`config.mk`:
```
export PLATFORM = sky130hd
export DESIGN_NAME = bus_clock_prescaler_search_unit_flat
export DESIGN_NICKNAME = d
export VERILOG_FILES = /design/src/design/bcps_pkg.sv /design/src/design/bcps_if.sv /design/src/design/bcps_div.sv /design/src/design/bus_clock_prescaler_search_unit.sv /design/src/flat_wrapper.sv
export VERILOG_INCLUDE_DIRS = /design/src /design/src/design
export SDC_FILE = /design/constraint.sdc
export NUM_CORES = 1
export LEC_CHECK = 0
export ABC_AREA = 1
export BUFFER_PORTS_ARGS = -buffer_cell sky130_fd_sc_hd__buf_2
export CORE_AREA = 4 4 186 188
export DETAILED_ROUTE_END_ITERATION = 16
export DIE_AREA = 0 0 190 192
export PLACE_DENSITY = 0.89
export SYNTH_ARGS = -nofsm -noshare
export SYNTH_HDL_FRONTEND = slang
export SYNTH_SLANG_ARGS = --single-unit
```
`constraint.sdc`:
```
create_clock -name i_clk -period 5.15 [get_ports i_clk]
set_input_delay 0.515 -clock i_clk [delete_from_list [all_inputs] [get_ports i_clk]]
set_output_delay 0.515 -clock i_clk [all_outputs]
set_load 0.02 [all_outputs]
```
`src/design/assert_macros.svh`:
```
// ----------------------------------------------------------------------------
// assert_macros.svh
// Shared concurrent assertion macros for the prescaler search block.
// ----------------------------------------------------------------------------
`ifndef ASSERT_MACROS_SVH
`define ASSERT_MACROS_SVH

// Clocked check, disabled while the active-low reset is asserted
`define ASSERT_CLK(lbl, clk, rst_n, prop, msg) \
    lbl: assert property (@(posedge clk) disable iff (!rst_n) prop) else $error(msg);

// Clocked check that also holds during reset
`define ASSERT_ALWAYS(lbl, clk, prop, msg) \
    lbl: assert property (@(posedge clk) prop) else $error(msg);

`endif

```
`src/design/bcps_pkg.sv`:
```
// ----------------------------------------------------------------------------
// bcps_pkg
// Widths, constants and shared types of the bus clock prescaler search.
// ----------------------------------------------------------------------------
package bcps_pkg;

    // Field widths of the item channels
    localparam int PCLK_W   = 20;
    localparam int TARGET_W = 16;
    localparam int BEST_P_W = 6;
    localparam int BEST_N_W = 3;
    localparam int RATE_W   = 16;

    // Search space
    localparam int MAX_PRESCALE   = 32;
    localparam int MAX_SHIFT_CODE = 7;
    localparam int PRE_W   = $clog2(MAX_PRESCALE + 1);
    localparam int SHIFT_W = (MAX_SHIFT_CODE > 0) ? $clog2(MAX_SHIFT_CODE + 1) : 1;

    // Divider base: 2^(n+2) + offset
    localparam int DIV_OFFSET = 16;
    localparam int BASE_MAX   = (1 << (MAX_SHIFT_CODE + 2)) + DIV_OFFSET;
    localparam int BASE_W     = $clog2(BASE_MAX + 1);
    localparam int DVS_W      = PRE_W + BASE_W;

    // Tick period window in ns
    localparam int TICK_SCALE  = 1000000;
    localparam int TICK_MIN_NS = 50;
    localparam int TICK_MAX_NS = 150;
    localparam int LIM_W  = PCLK_W + $clog2(TICK_MAX_NS + 2);
    localparam int NUM_W  = $clog2(MAX_PRESCALE * TICK_SCALE + 1);
    localparam int TCMP_W = (LIM_W > NUM_W) ? LIM_W : NUM_W;

    // Serial divider step counter
    localparam int DCNT_W = $clog2(PCLK_W);

    typedef struct packed {
        logic              start;
        logic [PCLK_W-1:0] dividend;
        logic [DVS_W-1:0]  divisor;
    } t_div_req;

    typedef struct packed {
        logic              done;
        logic [PCLK_W-1:0] quotient;
    } t_div_rsp;

endpackage

```
`src/design/bcps_if.sv`:
```
// ----------------------------------------------------------------------------
// bcps_if
// Valid/ready item channels of the prescaler search block.
// ----------------------------------------------------------------------------
interface bcps_in_if;
    import bcps_pkg::*;

    logic                valid;
    logic                ready;
    logic [PCLK_W-1:0]   pclk_rate_khz;
    logic [TARGET_W-1:0] target_rate_khz;

    modport source (output valid, pclk_rate_khz, target_rate_khz, input ready);
    modport sink   (input valid, pclk_rate_khz, target_rate_khz, output ready);
endinterface

interface bcps_out_if;
    import bcps_pkg::*;

    logic                valid;
    logic                ready;
    logic                found;
    logic [BEST_P_W-1:0] best_prescale;
    logic [BEST_N_W-1:0] best_shift_code;
    logic [RATE_W-1:0]   achieved_rate_khz;

    modport source (output valid, found, best_prescale, best_shift_code,
                    achieved_rate_khz, input ready);
    modport sink   (input valid, found, best_prescale, best_shift_code,
                    achieved_rate_khz, output ready);
endinterface

```
`src/design/bcps_div.sv`:
```
// ----------------------------------------------------------------------------
// bcps_div
// Restoring serial divider, one quotient bit per cycle.
// ----------------------------------------------------------------------------
module bcps_div (
    input  logic               i_clk,
    input  logic               i_rst_n,
    input  bcps_pkg::t_div_req i_req,
    output bcps_pkg::t_div_rsp o_rsp
);
    import bcps_pkg::*;

    logic              r_busy;
    logic              r_done;
    logic [DCNT_W-1:0] r_cnt;
    logic [DVS_W-1:0]  r_rem;
    logic [DVS_W-1:0]  r_dvs;
    logic [PCLK_W-1:0] r_quo;

    logic [DVS_W:0]    trial;
    logic              fits;

    // Shift in the next dividend bit and try the subtraction
    assign trial = {r_rem, r_quo[PCLK_W-1]};
    assign fits  = (trial >= {1'b0, r_dvs});

    always_ff @(posedge i_clk) begin
        if (!i_rst_n) begin
            r_busy <= 1'b0;
            r_done <= 1'b0;
            r_cnt  <= '0;
        end else begin
            r_done <= 1'b0;
            if (!r_busy) begin
                if (i_req.start) begin
                    r_busy <= 1'b1;
                    r_cnt  <= '0;
                    r_rem  <= '0;
                    r_dvs  <= i_req.divisor;
                    r_quo  <= i_req.dividend;
                end
            end else begin
                r_rem <= fits ? DVS_W'(trial - {1'b0, r_dvs}) : DVS_W'(trial);
                r_quo <= {r_quo[PCLK_W-2:0], fits};
                if (r_cnt == DCNT_W'(PCLK_W - 1)) begin
                    r_busy <= 1'b0;
                    r_done <= 1'b1;
                end else begin
                    r_cnt <= r_cnt + 1'b1;
                end
            end
        end
    end

    assign o_rsp.done     = r_done;
    assign o_rsp.quotient = r_quo;

endmodule

```
`src/design/bus_clock_prescaler_search_unit.sv`:
```
// ----------------------------------------------------------------------------
// bus_clock_prescaler_search_unit
// Finds the prescale and shift code that give the fastest serial clock
// not above a target rate.
// ----------------------------------------------------------------------------
// Usage:
//   i_in carries one item: peripheral clock rate and target serial rate, kHz.
//   o_out returns one item per input: found flag, prescale, shift code and
//   the achieved rate (all zero when no pair fits).
//   i_in.ready is high only while the sequencer is idle; one item is searched
//   at a time. Each of the 32 prescale values gets a tick-window check; each
//   one inside the window then runs its 8 shift codes through a shared serial
//   divider (multiply, start, 20 divide steps, compare). The window holds at
//   most 22 prescales. A zero clock rate skips the search. Once the result
//   is handed over, the sequencer is idle and takes the next item.
//   The result sits in an output register until o_out.ready takes it, and
//   the next search runs meanwhile; a finished search waits only while that
//   register is still full.
//   Synchronous reset drops any search in progress and any pending result.
// ----------------------------------------------------------------------------
`include "assert_macros.svh"

module bus_clock_prescaler_search_unit (
    input  logic              i_clk,
    input  logic              i_rst_n,
    bcps_in_if.sink           i_in,
    bcps_out_if.source        o_out
);
    import bcps_pkg::*;

    typedef enum logic [2:0] {
        S_IDLE,
        S_TICK,
        S_MUL,
        S_DIV,
        S_OUT
    } t_state;

    t_state              r_state,    n_state;
    logic [PCLK_W-1:0]   r_pclk,     n_pclk;
    logic [TARGET_W-1:0] r_target,   n_target;
    logic [TCMP_W-1:0]   r_lim_lo,   n_lim_lo;
    logic [TCMP_W-1:0]   r_lim_hi,   n_lim_hi;
    logic [PRE_W-1:0]    r_p,        n_p;
    logic [SHIFT_W-1:0]  r_n,        n_n;
    logic [DVS_W-1:0]    r_divisor,  n_divisor;
    logic                r_start,    n_start;
    logic [RATE_W-1:0]   r_best_rate, n_best_rate;
    logic [PRE_W-1:0]    r_best_p,   n_best_p;
    logic [SHIFT_W-1:0]  r_best_n,   n_best_n;
    logic                r_out_valid, n_out_valid;
    logic [RATE_W-1:0]   r_out_rate, n_out_rate;
    logic [PRE_W-1:0]    r_out_p,    n_out_p;
    logic [SHIFT_W-1:0]  r_out_n,    n_out_n;

    logic [TCMP_W-1:0]   tick_num;
    logic                tick_ok;
    logic [SHIFT_W:0]    shamt;
    logic [BASE_W-1:0]   base;
    logic [PCLK_W-1:0]   rate;
    logic                last_p;
    logic                last_n;
    logic                better;
    logic                out_stall;
    logic                out_empty;
    logic                best_fits;

    t_div_req            div_req;
    t_div_rsp            div_rsp;

    // Shared serial divider
    bcps_div u_div (
        .i_clk   (i_clk),
        .i_rst_n (i_rst_n),
        .i_req   (div_req),
        .o_rsp   (div_rsp)
    );

    assign div_req.start    = r_start;
    assign div_req.dividend = r_pclk;
    assign div_req.divisor  = r_divisor;

    // Tick window: 50 <= floor(p*1e6/pclk) <= 150, done without division
    assign tick_num = TCMP_W'(r_p) * TCMP_W'(TICK_SCALE);
    assign tick_ok  = (tick_num >= r_lim_lo) && (tick_num < r_lim_hi);

    // Divider base for the current shift code; shift amount one bit wider
    assign shamt  = {1'b0, r_n} + (SHIFT_W+1)'(2);
    assign base   = (BASE_W'(1) << shamt) + BASE_W'(DIV_OFFSET);
    assign rate   = div_rsp.quotient;
    assign better = (rate > PCLK_W'(r_best_rate)) && (rate <= PCLK_W'(r_target));
    assign last_p = (r_p == PRE_W'(MAX_PRESCALE));
    assign last_n = (r_n == SHIFT_W'(MAX_SHIFT_CODE));

    // Sequencer next state
    always_comb begin
        n_state     = r_state;
        n_pclk      = r_pclk;
        n_target    = r_target;
        n_lim_lo    = r_lim_lo;
        n_lim_hi    = r_lim_hi;
        n_p         = r_p;
        n_n         = r_n;
        n_divisor   = r_divisor;
        n_start     = 1'b0;
        n_best_rate = r_best_rate;
        n_best_p    = r_best_p;
        n_best_n    = r_best_n;
        n_out_valid = r_out_valid && !o_out.ready;
        n_out_rate  = r_out_rate;
        n_out_p     = r_out_p;
        n_out_n     = r_out_n;
        case (r_state)
            S_IDLE: begin
                if (i_in.valid) begin
                    n_pclk      = i_in.pclk_rate_khz;
                    n_target    = i_in.target_rate_khz;
                    n_lim_lo    = TCMP_W'(i_in.pclk_rate_khz) * TCMP_W'(TICK_MIN_NS);
                    n_lim_hi    = TCMP_W'(i_in.pclk_rate_khz) * TCMP_W'(TICK_MAX_NS + 1);
                    n_p         = PRE_W'(1);
                    n_n         = '0;
                    n_best_rate = '0;
                    n_best_p    = '0;
                    n_best_n    = '0;
                    n_state     = (i_in.pclk_rate_khz == '0) ? S_OUT : S_TICK;
                end
            end
            S_TICK: begin
                if (tick_ok) begin
                    n_n     = '0;
                    n_state = S_MUL;
                end else if (last_p) begin
                    n_state = S_OUT;
                end else begin
                    n_p = r_p + 1'b1;
                end
            end
            S_MUL: begin
                n_divisor = DVS_W'(r_p) * DVS_W'(base);
                n_start   = 1'b1;
                n_state   = S_DIV;
            end
            S_DIV: begin
                if (div_rsp.done) begin
                    if (better) begin
                        n_best_rate = RATE_W'(rate);
                        n_best_p    = r_p;
                        n_best_n    = r_n;
                    end
                    if (!last_n) begin
                        n_n     = r_n + 1'b1;
                        n_state = S_MUL;
                    end else if (last_p) begin
                        n_state = S_OUT;
                    end else begin
                        n_p     = r_p + 1'b1;
                        n_state = S_TICK;
                    end
                end
            end
            S_OUT: begin
                // hand the result to the output register once it is free
                if (!r_out_valid || o_out.ready) begin
                    n_out_valid = 1'b1;
                    n_out_rate  = r_best_rate;
                    n_out_p     = r_best_p;
                    n_out_n     = r_best_n;
                    n_state     = S_IDLE;
                end
            end
            default: begin
                n_state = S_IDLE;
            end
        endcase
    end

    // State and registered outputs
    always_ff @(posedge i_clk) begin
        if (!i_rst_n) begin
            r_state     <= S_IDLE;
            r_start     <= 1'b0;
            r_out_valid <= 1'b0;
        end else begin
            r_state     <= n_state;
            r_start     <= n_start;
            r_out_valid <= n_out_valid;
        end
        r_pclk      <= n_pclk;
        r_target    <= n_target;
        r_lim_lo    <= n_lim_lo;
        r_lim_hi    <= n_lim_hi;
        r_p         <= n_p;
        r_n         <= n_n;
        r_divisor   <= n_divisor;
        r_best_rate <= n_best_rate;
        r_best_p    <= n_best_p;
        r_best_n    <= n_best_n;
        r_out_rate  <= n_out_rate;
        r_out_p     <= n_out_p;
        r_out_n     <= n_out_n;
    end

    // Channel outputs
    assign i_in.ready              = (r_state == S_IDLE);
    assign o_out.valid             = r_out_valid;
    assign o_out.found             = (r_out_rate != '0);
    assign o_out.best_prescale     = BEST_P_W'(r_out_p);
    assign o_out.best_shift_code   = BEST_N_W'(r_out_n);
    assign o_out.achieved_rate_khz = r_out_rate;

    // Terms for the checks
    assign out_stall = o_out.valid && !o_out.ready;
    assign out_empty = o_out.valid && !o_out.found;
    assign best_fits = (r_best_rate <= r_target);

    // Checks
    `ASSERT_CLK(a_out_hold, i_clk, i_rst_n, out_stall |=> o_out.valid, "result dropped")
    `ASSERT_CLK(a_out_keep, i_clk, i_rst_n, out_stall |=> $stable(r_out_rate), "result changed")
    `ASSERT_CLK(a_empty_zero, i_clk, i_rst_n, out_empty |-> {r_out_p, r_out_n} == '0, "codes set")
    `ASSERT_CLK(a_best_fits, i_clk, i_rst_n, r_state == S_OUT |-> best_fits, "rate above target")
    `ASSERT_CLK(a_start_mul, i_clk, i_rst_n, r_start |-> $past(r_state) == S_MUL, "stray start")

endmodule
```
`src/flat_wrapper.sv`:
```
// flat-port wrapper written by rule: the top's interface ports become plain ports
module bus_clock_prescaler_search_unit_flat import bcps_pkg::*;
  (i_clk, i_rst_n, i_in_valid, i_in_pclk_rate_khz, i_in_target_rate_khz, i_in_ready, o_out_valid, o_out_found, o_out_best_prescale, o_out_best_shift_code, o_out_achieved_rate_khz, o_out_ready);
  bcps_in_if i_in_i ();
  bcps_out_if o_out_i ();
  input  logic i_clk;
  input  logic i_rst_n;
  input wire logic [$bits(i_in_i.valid)-1:0] i_in_valid;
  input wire logic [$bits(i_in_i.pclk_rate_khz)-1:0] i_in_pclk_rate_khz;
  input wire logic [$bits(i_in_i.target_rate_khz)-1:0] i_in_target_rate_khz;
  output wire logic [$bits(i_in_i.ready)-1:0] i_in_ready;
  output wire logic [$bits(o_out_i.valid)-1:0] o_out_valid;
  output wire logic [$bits(o_out_i.found)-1:0] o_out_found;
  output wire logic [$bits(o_out_i.best_prescale)-1:0] o_out_best_prescale;
  output wire logic [$bits(o_out_i.best_shift_code)-1:0] o_out_best_shift_code;
  output wire logic [$bits(o_out_i.achieved_rate_khz)-1:0] o_out_achieved_rate_khz;
  input wire logic [$bits(o_out_i.ready)-1:0] o_out_ready;
  assign i_in_i.valid = i_in_valid;
  assign i_in_i.pclk_rate_khz = i_in_pclk_rate_khz;
  assign i_in_i.target_rate_khz = i_in_target_rate_khz;
  assign i_in_ready = i_in_i.ready;
  assign o_out_valid = o_out_i.valid;
  assign o_out_found = o_out_i.found;
  assign o_out_best_prescale = o_out_i.best_prescale;
  assign o_out_best_shift_code = o_out_i.best_shift_code;
  assign o_out_achieved_rate_khz = o_out_i.achieved_rate_khz;
  assign o_out_i.ready = o_out_ready;
  bus_clock_prescaler_search_unit u_core (.i_clk(i_clk), .i_rst_n(i_rst_n), .i_in(i_in_i), .o_out(o_out_i));
endmodule
```
; ---- Word level (Yosys, flattened, before mapping)
; Index checks and enable logic that the tools add are counted.
[word_totals]
out_inout_bits = 28
in_bits = 40
register_bits = 228
[op_classes]
shifts = 1
bitwise = 1
add_sub_neg = 6
eq_ne = 17
n_reduce_logical = 22
n_mux = 46
n_lt_le_gt_ge = 5
multipliers = 4
[op_table]
columns = op, count
row1 = $mux W16, 6
row2 = $mux W6, 8
row3 = $mux W3, 14
row4 = $mux W20, 2
row5 = $pmux W16 S2, 1
row6 = $lt A26 B28 Y1, 1
row7 = $mul A20 B8 Y28 const B, 1
row8 = $ge A26 B26 Y1, 1
row9 = $mul A20 B5 Y25 const B, 1
row10 = $gt A20 B16 Y1, 1
row11 = $le A20 B16 Y1, 1
row12 = $logic_not A20 Y1, 1
row13 = $mul A6 B14 Y20 const B, 1
row14 = $pmux W6 S3, 1
row15 = $ge A17 B16 Y1, 1
row16 = $mul A6 B10 Y16, 1
row17 = $reduce_bool A16 Y1, 1
row18 = $sub A16 B16 Y16, 1
row19 = $mux W5, 3
row20 = $pmux W3 S5, 1
row21 = $pmux W6 S2, 1
row22 = $add A10 B6 Y10 const B, 1
row23 = $ne A2 B2 Y1 const B, 5
row24 = $reduce_and A2 Y1, 5
row25 = 25 further kinds, 42

; ---- Depth between registers and ports, before layout
[depth]
depth_word = 5
mapped_depth = 28
mapped_depth_nobuf = 27

; ---- Cells and area by module
; Synthesis repeated with hierarchy kept, for this count alone.
[unflattened]
hier_cells = 2162
area_unflattened_um2 = 19463.7
[by_module_without_submodules]
columns = module, area_per_inst_um2, cells_per_inst, seq_area_each_um2, n_inst
row1 = bus_clock_prescaler_search_unit, 15842.7, 1697, 4904.7, 1
row2 = bcps_div, 3621.0, 465, 1701.6, 1

; ---- Worst setup path before layout
; OpenSTA, ideal clock, no wires.
[synth_timing]
path_type = register to register
startpoint = register u_core.r_state[0]
endpoint = register u_core.r_lim_hi[0], enable pin
stages_incl_launch_ff = 4
path_buffers = 0
period_less_slack_ps = 5295
setup_ps = 529
slack_ps = -145
arrival_time_ps = 4765
path_cell_list = dfxtp_1 > nor3_1 > inv_1 > nor2_1
[synth_between]
elab_chain_len = 2
[synth_rtl]
columns = item, line_no
row1 = "start, declared", bus_clock_prescaler_search_unit.sv:39  ; t_state r_state, n_state;
row2 = "start signal, assigned", bus_clock_prescaler_search_unit.sv:184  ; r_state <= n_state;
row3 = $logic_not A3 Y1, --
row4 = net i_in_ready, flat_wrapper.sv:11  ; output wire logic [$bits(i_in_i.ready)-1:0] i_in_ready;
row5 = $reduce_and A2 Y1 (no line), --
row6 = "end signal, assigned", bus_clock_prescaler_search_unit.sv:191  ; r_lim_hi <= n_lim_hi;
row7 = "end, declared", bus_clock_prescaler_search_unit.sv:43  ; logic [TCMP_W-1:0] r_lim_hi, n_lim_hi;
; The timed path passes the listed nets, and every way through them passes these cells.
; A chain may end at the register's enable or synchronous reset.

; ---- Worst setup path in the final report
[layout_timing]
startpoint = register u_core.r_n[2]
endpoint = register u_core.r_divisor[12], data pin
[layout_between]
elab_chain_len = 4
[layout_rtl]
columns = item, line_no
row1 = "start, declared", bus_clock_prescaler_search_unit.sv:45  ; logic [SHIFT_W-1:0] r_n, n_n;
row2 = "start signal, assigned", bus_clock_prescaler_search_unit.sv:193  ; r_n <= n_n;
row3 = $add A3 B2 Y4, bus_clock_prescaler_search_unit.sv:88  ; assign shamt = {1'b0, r_n} + (SHIFT_W+1)'(2);
row4 = $shl A1 B4 Y10, bus_clock_prescaler_search_unit.sv:89  ; assign base = (BASE_W'(1) << shamt) + BASE_W'(DIV_OFFSET);
row5 = $add A10 B6 Y10, bus_clock_prescaler_search_unit.sv:89
row6 = $mul A6 B10 Y16, bus_clock_prescaler_search_unit.sv:139  ; n_divisor = DVS_W'(r_p) * DVS_W'(base);
row7 = "end signal, assigned", bus_clock_prescaler_search_unit.sv:194  ; r_divisor <= n_divisor;
row8 = "end, declared", bus_clock_prescaler_search_unit.sv:46  ; logic [DVS_W-1:0] r_divisor, n_divisor;
; Every way passes these cells.

==> flow_summary.json <==
{
  "synth-async-reset-ratio": 0,
  "dieArea_mm2": 0.03648,
  "yosysWarnings": 0,
  "cts_buffers": 25,
  "ys_types": 44,
  "dr_wl_met2_um": 22340,
  "synth_fp_nets": 2494,
  "critPathLaunch": "u_core.r_n[2]$_SDFFCE_PN0P_",
  "post-dp-hpwl_um": 34980,
  "netlist_instances": 2040,
  "worstMarginPinSlew_ns": 1.111,
  "post-route-period-util": 0.9511,
  "synth-edff-count": 212,
  "synth_area_leaders": "edfxtp_1 (34%), ha_1 (20%), fa_1 (12%), inv_1 (8.4%), nand2_1 (7.0%)",
  "final_cells": 2605,
  "r2r_start": "u_core.r_n[2]$_SDFFCE_PN0P_",
  "grt.total_usage": 0.2436,
  "grt_pass1_wl_um": 72240,
  "cts_tree": "yes",
  "worstPathRequired_ns": 5.42,
  "drive_above_1_share": 0.07232,
  "avgSynthCellArea_um2": 9.280,
  "start_kind": "flip-flop",
  "r2r_setup_slack_ns": 0.25,
  "clock-sinks": 224,
  "finalSetupViolCount": 0,
  "drc": 0,
  "fp-row-count": 67,
  "clk_pin_slew_worst_paths_ns": 0.06,
  "cts_max_path_buffers": 3,
  "start_util": 0.5717,
  "die_x_um": 190,
  "fin_crit_ns": 4.898,
  "ios": 68,
  "diodes": 0,
  "synth.top_cells.by_count": "inv_1 (422), nand2_1 (351), ha_1 (305)",
  "cp.arrival_ns": 5.17,
  "fin_setup_tns_ns": 0,
  "nFillCells": 2586,
  "dr_wl_met3_um": 2702,
  "seq_area_mm2": 0.006606,
  "numPortBuffers": 67,
  "hp-class": "primary input to flip-flop",
  "status": "complete, no violations",
  "wl_per_cell_um": 17.08,
  "relSlewSlack": 0.2594,
  "cts_hold_buf": 0,
  "grt_max_degree": 86,
  "path_cells": "inv_1 > ha_2 > nor2_4 > nand2_2 > nor2_1 > inv_1 > nor2_1 > inv_1 > nor2_1 > a31oi_1 > inv_1 > nand2_1 > fa_1 > fa_1 > inv_1 > fa_1 > ha_1 > nand2_1 > o21ai_0 > a21oi_1 > o21ai_0 > xor2_1",
  "synthMostInstantiatedCell": "inv_1",
  "cp-endpoint": "u_core.r_divisor[12]$_DFFE_PP_",
  "fp.dieH_um": 192,
  "wirelength_met1_um": 17790,
  "synth_top_cell_area_share": 0.3363,
  "critPathSlowestCell": "fa_1",
  "min-delay-start": "i_in_target_rate_khz[4]",
  "syn_to_final_growth_pct": 9.795,
  "critical_path.most_common_cell": "inv_1",
  "maxCapViolations": 0,
  "path_class": "flip-flop to flip-flop",
  "final_core_util": 0.6277,
  "end_kind": "flip-flop",
  "grt_pass1_vias": 14884,
  "maxSlewViolCount": 0,
  "placedCellCount": 2559,
  "cp_max_fo": 6,
  "synth_area_mm2": 0.01893,
  "synth_top_area_cell": "edfxtp_1",
  "finalHoldViolCount": 0,
  "vias": 14425,
  "place.gp.congestion": 0.9206,
  "h-tree-depth": 1,
  "ys.flop_type": "edfxtp_1",
  "ant_nets": 0,
  "reg2reg_depth": 22,
  "antenna_found_initial": 0,
  "via_per_inst": 5.537,
  "grt_remaining_overflow": 0,
  "root_buffer": "clkbuf_16",
  "max_freq_ghz": 0.2041,
  "clock_skew_ns": 0.02389,
  "core_mm2": 0.03311,
  "multiInputGateArea_mm2": 0.01072,
  "first_pass_iters": 5,
  "seq_area_frac_synth": 0.3490,
  "drt_wl_total_um": 44490,
  "r2r_end": "u_core.r_divisor[12]$_DFFE_PP_",
  "slowest_delay_ns": 0.50,
  "drtIter0Drc": 1093,
  "synth_seq_cells": 224,
  "clk_latency_ns": 0.55,
  "nets": 2594,
  "dr.max_layer_used": "met4"
}
## through the flow
stage	cell area (um2)	hold slack, ns	setup WS [ns]
after floorplan	18930	0.4003	0.3843
after global placement	19940	0.4030	0.2559
after global routing	20780	0.1223	-0.04625
after CTS	20720	0.1219	0.07273
final	20780	0.1397	0.2516
after detailed placement	19940	0.4045	0.1329
## worst min path at each step
| stage | cells after the start | slack [ns] | end |
|---|---|---|---|
| 6_report | 1 | 0.14 | u_core.r_target[4]$_DFFE_PP_ |
| 5_1_grt | 1 | 0.12 | u_core.r_target[4]$_DFFE_PP_ |
| 4_1_cts | 1 | 0.12 | u_core.r_target[4]$_DFFE_PP_ |
| 3_5_place_dp | 0 | 0.40 | u_core.o_out.best_prescale[1]$_DFFE_PP_ |
| 3_3_place_gp | 0 | 0.40 | u_core.o_out.best_prescale[0]$_DFFE_PP_ |
| 2_1_floorplan | 0 | 0.40 | u_core.o_out.best_prescale[0]$_DFFE_PP_ |
## logic make-up (layout without fill, tap and decap cells)
| kind of cell | after synthesis | in the layout | share of synthesized area |
|---|---|---|---|
| AND/OR/NAND/NOR | 631 | 631 | 0.1381 |
| buffers and inverters | 444 | 561 | 0.08903 |
| adder cells (fa/ha/maj) | 414 | 414 | 0.3169 |
| AO/OA/AOI/OAI | 248 | 248 | 0.07052 |
| flip-flops | 224 | 224 | 0.3490 |
| XOR/XNOR | 79 | 79 | 0.03655 |
## sequential cells by signal, summed over array words and instances, names as in the netlist, 5 cells and up
name,cells
u_core.r_best_p,6
u_core.u_div.r_cnt,5
u_core.o_out.achieved_rate_khz,16
u_core.r_p,6
u_core.r_divisor,16
u_core.r_best_rate,16
u_core.r_target,16
u_core.r_lim_hi,28
u_core.u_div.r_quo,20
u_core.u_div.r_dvs,16
u_core.o_out.best_prescale,6
u_core.r_lim_lo,22
u_core.r_pclk,19
u_core.u_div.r_rem,16
## per-layer routing
metal | vias to the layer above | global-route usage
li1 | 6852 | -
met1 | 6897 | 0.3036
met2 | 524 | 0.4390
met3 | 152 | 0.03053
met4 | 0 | 0.08319
met5 | - | 0
## placed cells by master (no fill, tap or decap), types with 3 or more instances in the layout
cell / synthesis / routed
nor3b_1: 5 / 4
o21ai_1: 2 / 3
a21boi_0: 3 / 3
edfxtp_1: 212 / 212
nor3_1: 18 / 17
inv_1: 422 / 422
xnor2_1: 21 / 21
nor2_1: 153 / 150
fa_1: 109 / 109
clkbuf_16: 0 / 26
o21a_1: 3 / 3
clkinv_2: 0 / 3
a21oi_2: 0 / 3
buf_2: 3 / 67
nand2_2: 2 / 3
nand3b_1: 3 / 3
ha_1: 305 / 303
nor4_1: 9 / 9
xor2_1: 58 / 57
dfxtp_1: 12 / 12
buf_4: 0 / 26
nand2_1: 351 / 350
clkbuf_8: 0 / 3
o21ai_0: 73 / 72
a21oi_1: 139 / 135
nand3_1: 64 / 63
a21o_1: 10 / 10
clkbuf_1: 14 / 8
nand4_1: 18 / 18
a31oi_1: 6 / 6
## cell type report
cell class,instances,share of cell area
Timing Repair Buffer,93,0.02552
Clock inverter,7,0.002649
Inverter,424,0.07657
Clock buffer,37,0.03473
Tap cell,448,0.02697
Multi-Input combinational cell,1372,0.5157
Sequential cell,224,0.3178
## critical path, delay by kind of cell (launching register included)
family,cells,cell delay [ns]
AOI/OAI and AO/OA,4,0.72
xor gates and xnor gates,1,0.10
adders and majority gates,5,2.16
buffers and inverters,5,0.43
DFF,1,0.42
and+or+nand+nor,7,0.80
## timing repair
item	4_1_cts	5_1_grt
gates resized for setup	0	11
setup buffers	0	2
setup endpoints to repair	0	17
Power is left out: the tool's default activity adds up to more than one toggle a clock period on the data nets, which glitch-free logic cannot reach.
